File: config.mk
export PLATFORM = sky130hd
export DESIGN_NAME = spq_cell
export DESIGN_NICKNAME = d
export VERILOG_FILES = /design/src/sorted_priority_queue_core_assert.svh /design/src/spq_pkg.sv /design/src/spq_cell.sv
export SDC_FILE = /design/constraint.sdc
export NUM_CORES = 1
export LEC_CHECK = 0
export ABC_AREA = 1
export BUFFER_PORTS_ARGS = -buffer_cell sky130_fd_sc_hd__buf_2
export CAP_MARGIN = 5
export CORE_MARGIN = 2
export CORE_UTILIZATION = 42
export CTS_CLUSTER_SIZE = 25
export DETAILED_ROUTE_END_ITERATION = 6
export GPL_ROUTABILITY_DRIVEN = 0
export PLACE_DENSITY_LB_ADDON = 0.1
export SYNTH_ARGS = -nofsm -noshare
export SYNTH_HDL_FRONTEND = slang
export SYNTH_SLANG_ARGS = --single-unit
File: constraint.sdc
create_clock -name i_clk -period 7.4 [get_ports i_clk]
set_input_delay 0.74 -clock i_clk [delete_from_list [all_inputs] [get_ports i_clk]]
set_output_delay 0.74 -clock i_clk [all_outputs]
set_load 0.05 [all_outputs]
File: src/sorted_priority_queue_core_assert.svh
// Assertion macros used by the sorted priority queue core.
`ifndef SORTED_PRIORITY_QUEUE_CORE_ASSERT_SVH
`define SORTED_PRIORITY_QUEUE_CORE_ASSERT_SVH

// Same-cycle implication, checked out of reset.
`define SPQ_ASSERT_NOW(label, ante, cons, msg) \
    label: assert property (@(posedge i_clk) disable iff (!i_rst_n) (ante) |-> (cons)) \
        else $error(msg);

// Next-cycle implication, checked out of reset.
`define SPQ_ASSERT_NEXT(label, ante, cons, msg) \
    label: assert property (@(posedge i_clk) disable iff (!i_rst_n) (ante) |=> (cons)) \
        else $error(msg);

`endif

File: src/spq_pkg.sv
// Package with widths, codes and types of the sorted priority queue.
`default_nettype none
package spq_pkg;

    localparam int PRIO_W              = 8;
    localparam int DATA_W              = 32;
    localparam int FILL_W              = 5;
    localparam int DEFAULT_QUEUE_DEPTH = 16;

    // Operation codes.
    localparam logic OP_INSERT = 1'b0;
    localparam logic OP_REMOVE = 1'b1;

    // Result status codes.
    typedef enum logic [1:0] {
        ST_OK        = 2'd0,
        ST_UNDERFLOW = 2'd1,
        ST_FULL      = 2'd2
    } t_status;

    // Per-cell control, built by the top level for each cell.
    typedef struct packed {
        logic insert;    // an insert is applied this cycle
        logic remove;    // a remove is applied this cycle
        logic occupied;  // cell holds a stored entry
        logic at_tail;   // cell is the first free slot
        logic shift_in;  // left neighbor moves right into this cell
    } t_cell_ctrl;

endpackage
`default_nettype wire

File: src/spq_cell.sv
// One slot of the sorted queue chain: holds an entry and trades it with its neighbors.
`default_nettype none
module spq_cell import spq_pkg::*; (
    input  wire logic              i_clk,
    input  wire t_cell_ctrl        i_ctrl,
    input  wire logic [PRIO_W-1:0] i_req_prio,
    input  wire logic [DATA_W-1:0] i_req_data,
    input  wire logic [PRIO_W-1:0] i_left_prio,
    input  wire logic [DATA_W-1:0] i_left_data,
    input  wire logic [PRIO_W-1:0] i_right_prio,
    input  wire logic [DATA_W-1:0] i_right_data,
    output logic [PRIO_W-1:0]      o_prio,
    output logic [DATA_W-1:0]      o_data,
    output logic                   o_gt
);

    logic [PRIO_W-1:0] r_prio;
    logic [DATA_W-1:0] r_data;
    logic [PRIO_W-1:0] n_prio;
    logic [DATA_W-1:0] n_data;

    // The new entry outranks the stored one; equal priorities keep the older entry first.
    assign o_gt = i_ctrl.occupied && (i_req_prio > r_prio);

    // Next contents: shift left on remove, shift right or take the new entry on insert.
    always_comb begin
        n_prio = r_prio;
        n_data = r_data;
        if (i_ctrl.remove) begin
            n_prio = i_right_prio;
            n_data = i_right_data;
        end else if (i_ctrl.insert && (i_ctrl.occupied || i_ctrl.at_tail)) begin
            if (i_ctrl.shift_in) begin
                n_prio = i_left_prio;
                n_data = i_left_data;
            end else if (o_gt || i_ctrl.at_tail) begin
                n_prio = i_req_prio;
                n_data = i_req_data;
            end
        end
    end

    // Entry storage; contents are meaningful only below the fill count.
    always_ff @(posedge i_clk) begin
        r_prio <= n_prio;
        r_data <= n_data;
    end

    assign o_prio = r_prio;
    assign o_data = r_data;

endmodule
`default_nettype wire

==> results.toml, run 1 <==
[drt]
wl_um = 6160
wl_per_cell_um = 12.5
drt-pass1-iter-count = 4
ant_nets = 0
drc = 0
viasPerCell = 4.82
vias = 2371
first_iter_violations = 103

[pwr]
ir_drop_mv = 0.102
powerDensity_nw_per_um2 = 195
p_leak_nw = 1.57

[hold_path]
min-delay-start = "i_right_data[30]"
hold_class = "in -> reg"
whs_endpoint = "o_data[30]"
min_delay_path_depth = 3

[flow_run]
drv_cap = 0

[clock_network]
hold_buffers = 0
numCtsBuffers = 5
clk_latency_ns = 0.28
cts_tree = "built"
cts_resized = 0
clk_path_buf_depth = 2
htree_levels = 2
clkSlewWorstSetupHoldPaths_ns = 0.07
clkSinkCount = 40
cts_root_buffer = "clkbuf_8"
post_cts_buffers = 0

[final_layout]
area_delta_synth_final_pct = 36.5
layoutNonFillerInstCount = 492
fillers = 515
multi_input_area_um2 = 915
regArea_um2 = 1200
finish.utilization_pct = 58.6
n_antenna_cell = 0
final_nets = 554
drive_above_1_share_pct = 41.9
post-route-cell-area_um2 = 3190

[setup_path]
crit_fanout = 2
r2r-end = "o_data[17]"
r2r_setup_slack_ns = 5.33
crit_arrival_ns = 1.88
rr_worst_depth = 8
crit_buf_inv = 3
max_stage_delay_ns = 0.30
r2r_start = "o_prio[3]"
cp.required_ns = 6.66
critical-path-top-delay-family = "buffers and inverters"
critPathLaunchType = "input pin"
crit_path_cell_trace = "buf_2 -> ha_1 -> nand2_1 -> nor2_1 -> a21boi_0 -> nand2_1 -> inv_1 -> buf_2"
crit_type = "in -> out"
cp_slowest_cell = "ha_1"
crit_path_end_kind = "output pin"
cp_num_cells = 8

[floorplanning]
start_util_pct = 42.9
die_area_um2 = 6170
rows = 27
io_pins = 167
die_x_um = 78.5
core_um2 = 5440
fp.dieH_um = 78.5

[placed_design]
io_buffers = 166
placed_cell_area_um2 = 3110
pre_cts_slack_ns = 4.78
place_inst = 485
post-dp-hpwl_um = 4390

[timing]
hold_viol_final = 0
slew_viol_final = 0
worst_pin_slew_ns = 0.872
worst_slack_ns = 4.78
final.setup.tns_ns = 0
rsz0062_at_grt = "no"
fin_skew_ns = 0.00217
fin_crit_ns = 2.62
slew_headroom_pct = 41.9
fin_crit_sh_pct = 35.4
max_freq_mhz = 381
setup_viol = 0

[global_route]
grt_pass1_vias = 2215
grt_max_degree = 44
gr-total-overflow = 0
grtUsageTotal_pct = 20.0
antenna_found_initial = 0
grt_pass1_wl_um = 9780

[logic_synthesis]
netlist_area_um2 = 2330
synthesis.yosys.warnings = 0
synth_cells = 264
syn_area_per_cell_um2 = 8.84
synth_seq_cells = 40
seq_area_frac_synth_pct = 51.5
synthDistinctLibCells = 15
syn-num-nets = 398

[status]
status = "completed"
[kinds of logic (layout without fill, tap and decap cells)]
family / Yosys count / after routing / share of synthesized area, %
AOI/OAI and AO/OA: 86 / 86 / 18.9
DFF: 40 / 40 / 51.5
and+or+nand+nor: 97 / 97 / 15.7
adders and majority gates: 8 / 8 / 4.29
buffers and inverters: 33 / 189 / 9.65
[flip-flops by register name, indices dropped and copies added, names as in the netlist]
name and flops:
o_data 32, o_prio 8
[cells in the mapped netlist]
cell type / count / area [µm²]
clkinv_4: 1 / 8.76
ha_1: 8 / 100
a21o_1: 1 / 7.51
inv_1: 13 / 48.8
edfxtp_1: 40 / 1200
nor3_1: 1 / 5.00
a21oi_2: 1 / 8.76
a21boi_0: 1 / 7.51
buf_4: 11 / 82.6
nand2_1: 52 / 195
inv_4: 1 / 6.26
buf_6: 7 / 78.8
o21a_1: 1 / 7.51
a21oi_1: 82 / 410
nor2_1: 44 / 165
[cell type report]
type / instances / area share [%]
Tap cell: 72 / 2.83
Clock inverter: 1 / 0.157
Timing Repair Buffer: 167 / 26.3
Sequential cell: 40 / 37.7
Multi-Input combinational cell: 191 / 28.7
Inverter: 15 / 2.00
Clock buffer: 6 / 2.28
[worst reg2reg max path, delay by kind of cell (launching register included)]
| family | cells | cell delay (ns) |
|---|---|---|
| AOI/OAI and AO/OA | 2 | 0.28 |
| adders and majority gates | 1 | 0.23 |
| buffers and inverters | 2 | 0.51 |
| DFF | 1 | 0.40 |
| and+or+nand+nor | 3 | 0.26 |
[layout by cell type (no fill, tap or decap), drive strengths merged]
| master | count |
|---|---|
| buf | 167 |
| a21oi | 83 |
| nand2 | 52 |
| nor2 | 44 |
| edfxtp | 40 |
| inv | 14 |
| ha | 8 |
| clkbuf | 6 |
| clkinv | 2 |
| a21o | 1 |
| a21boi | 1 |
| nor3 | 1 |
| o21a | 1 |
[how the worst max path moves through the flow]
stage                  startpoint   endpoint  slack, ns
detailed placement  i_req_prio[7]       o_gt       4.78
global placement    i_req_prio[7]       o_gt       4.79
CTS                 i_req_prio[7]       o_gt       4.77
finish              i_req_prio[3]       o_gt       4.78
global route        i_req_prio[3]       o_gt       4.59
floorplan           i_req_prio[3]  o_data[0]       4.40
[metal layers]
layer / part of all wire [%] / vias up / track usage [%]
li1: - / 1212 / -
met5: 0 / - / 0
met3: 7.5 / 11 / 5.29
met4: 1.8 / 0 / 5.96
met1: 41 / 1052 / 23.4
met2: 50 / 96 / 35.9
[report_power, final]
part	internal, W	switching, W
clock	0.0000640	0.0000687
combinational	0.0000601	0.000144
sequential	0.000278	0.00000564
[metrics by stage]
step / hold WS (ns) / total power (W)
floorplan: 0.970 / 0.000433
global placement: 1.06 / 0.000491
detailed placement: 1.07 / 0.000494
CTS: 0.767 / 0.000628
global route: 0.780 / 0.000654
finish: 0.777 / 0.000621
Power figures use the tool's default switching activity.
==> inputs of run 2 (changes only) <==
- CORE_UTILIZATION: 42 -> 41
- clock period: 7.4 -> 2.7 ns (I/O delays scaled with it)
==> results.toml, run 2 (synthesized netlist as in run 1, its figures left out) <==
[status]
status = "completed"

[clock_network]
clkSinkCount = 40
clk_latency_ns = 0.28
cts_resized = 0
htree_levels = 2
clk_path_buf_depth = 2
hold_buffers = 0
post_cts_buffers = 0
cts_root_buffer = "clkbuf_8"
cts_tree = "built"
clkSlewWorstSetupHoldPaths_ns = 0.07
numCtsBuffers = 5

[floorplanning]
fp.dieH_um = 79.4
rows = 27
io_pins = 167
core_um2 = 5510
die_area_um2 = 6310
start_util_pct = 42.4
die_x_um = 79.4

[final_layout]
area_delta_synth_final_pct = 37.7
mostFrequentLayoutCells = "buf_2 (166), a21oi_1 (82), nand2_1 (52)"
largest_register_ffs = 32
drive_above_1_share_pct = 42.2
layout_commonest_cell = "buf_2"
multi_input_area_um2 = 915
n_antenna_cell = 0
layoutNonFillerInstCount = 496
fillers = 523
finish.utilization_pct = 58.4
regArea_um2 = 1200
final_nets = 557

[placed_design]
place_inst = 488
post-dp-hpwl_um = 4600
pre_cts_slack_ns = 0.813
io_buffers = 166

[setup_path]
cp_num_cells = 8
r2r-end = "o_data[13]"
crit_type = "reg -> out"
r2r_setup_slack_ns = 0.82
crit_start = "o_prio[7]"
crit_buf_inv = 3
cp.required_ns = 2.43
endpoint = "o_gt"
max_stage_delay_ns = 0.39
cp_slowest_cell = "edfxtp_1"
crit_path_end_kind = "output pin"
rr_worst_depth = 8
crit_arrival_ns = 1.74
r2r_start = "o_prio[7]"
critPathLaunchType = "register"
crit_path_cell_trace = "inv_1 -> ha_1 -> nand2_1 -> nor2_1 -> a21boi_0 -> nand2_1 -> inv_1 -> buf_2"
crit_fanout = 2
critical-path-top-delay-family = "buffers and inverters"

[global_route]
grt_pass1_wl_um = 9340
gr-total-overflow = 0
grtUsageTotal_pct = 19.2
grt_max_degree = 41
grt_pass1_vias = 2073
antenna_found_initial = 0

[pwr]
ir_drop_mv = 0.246
p_leak_nw = 1.59
powerDensity_nw_per_um2 = 532

[timing]
fin_skew_ns = 0.00598
worst_slack_ns = 0.692
fin_crit_ns = 2.01
slew_viol_final = 0
final.setup.tns_ns = 0
fin_crit_sh_pct = 74.4
setup_viol = 0
max_freq_mhz = 498
rsz0062_at_grt = "no"
worst_pin_slew_ns = 0.419
hold_viol_final = 0
slew_headroom_pct = 72.1

[drt]
drc = 0
first_iter_violations = 84
vias = 2369
wl_um = 6080
drt-pass1-iter-count = 4
viasPerCell = 4.78
wl_per_cell_um = 12.3
ant_nets = 0

[hold_path]
hold_class = "in -> reg"

[flow_run]
drv_cap = 0
[run 2: through the flow]
stage | hold WS (ns) | area [µm²] | power, W
after floorplan | 0.500 | 2340 | 0.00119
after global placement | 0.591 | 3130 | 0.00135
after detailed placement | 0.599 | 3130 | 0.00136
after CTS | 0.296 | 3210 | 0.00173
after global routing | 0.300 | 3210 | 0.00180
final | 0.305 | 3210 | 0.00171
[run 2: worst min path at each step]
| stage | startpoint | end | slack, ns | cells after the start |
|---|---|---|---|---|
| finish | i_right_prio[6] | o_prio[6] | 0.31 | 3 |
| global route | i_right_data[6] | o_data[6] | 0.30 | 3 |
| CTS | i_right_prio[6] | o_prio[6] | 0.30 | 3 |
| detailed placement | i_right_data[6] | o_data[6] | 0.60 | 3 |
| global placement | i_right_prio[6] | o_prio[6] | 0.59 | 3 |
| floorplan | i_right_prio[6] | o_prio[6] | 0.50 | 2 |
[run 2: worst min-delay path: stages]
cell     delay (ns)
buf_2          0.07
nor2_1         0.03
a21oi_1        0.10
[run 2: power by group]
| group | internal, W | total (W) | switching (W) |
|---|---|---|---|
| Combinational | 0.000167 | 0.000559 | 0.000392 |
| Sequential | 0.000762 | 0.000778 | 0.0000156 |
| Clock | 0.000179 | 0.000372 | 0.000193 |
| Total | 0.00111 | 0.00171 | 0.000600 |
[run 2: layer usage]
metal / GRT usage (%) / part of all wire (%) / up-vias
li1: - / - / 1215
met1: 23.1 / 40 / 1059
met2: 33.1 / 51 / 87
met3: 4.86 / 7.2 / 8
met4: 6.72 / 1.5 / 0
met5: 0 / 0 / -
[run 2: layout make-up]
class / count / area share, %
Multi-Input combinational cell: 191 / 28.5
Timing Repair Buffer: 170 / 26.8
Sequential cell: 40 / 37.4
Tap cell: 72 / 2.80
Clock inverter: 2 / 0.350
Inverter: 15 / 1.99
Clock buffer: 6 / 2.26
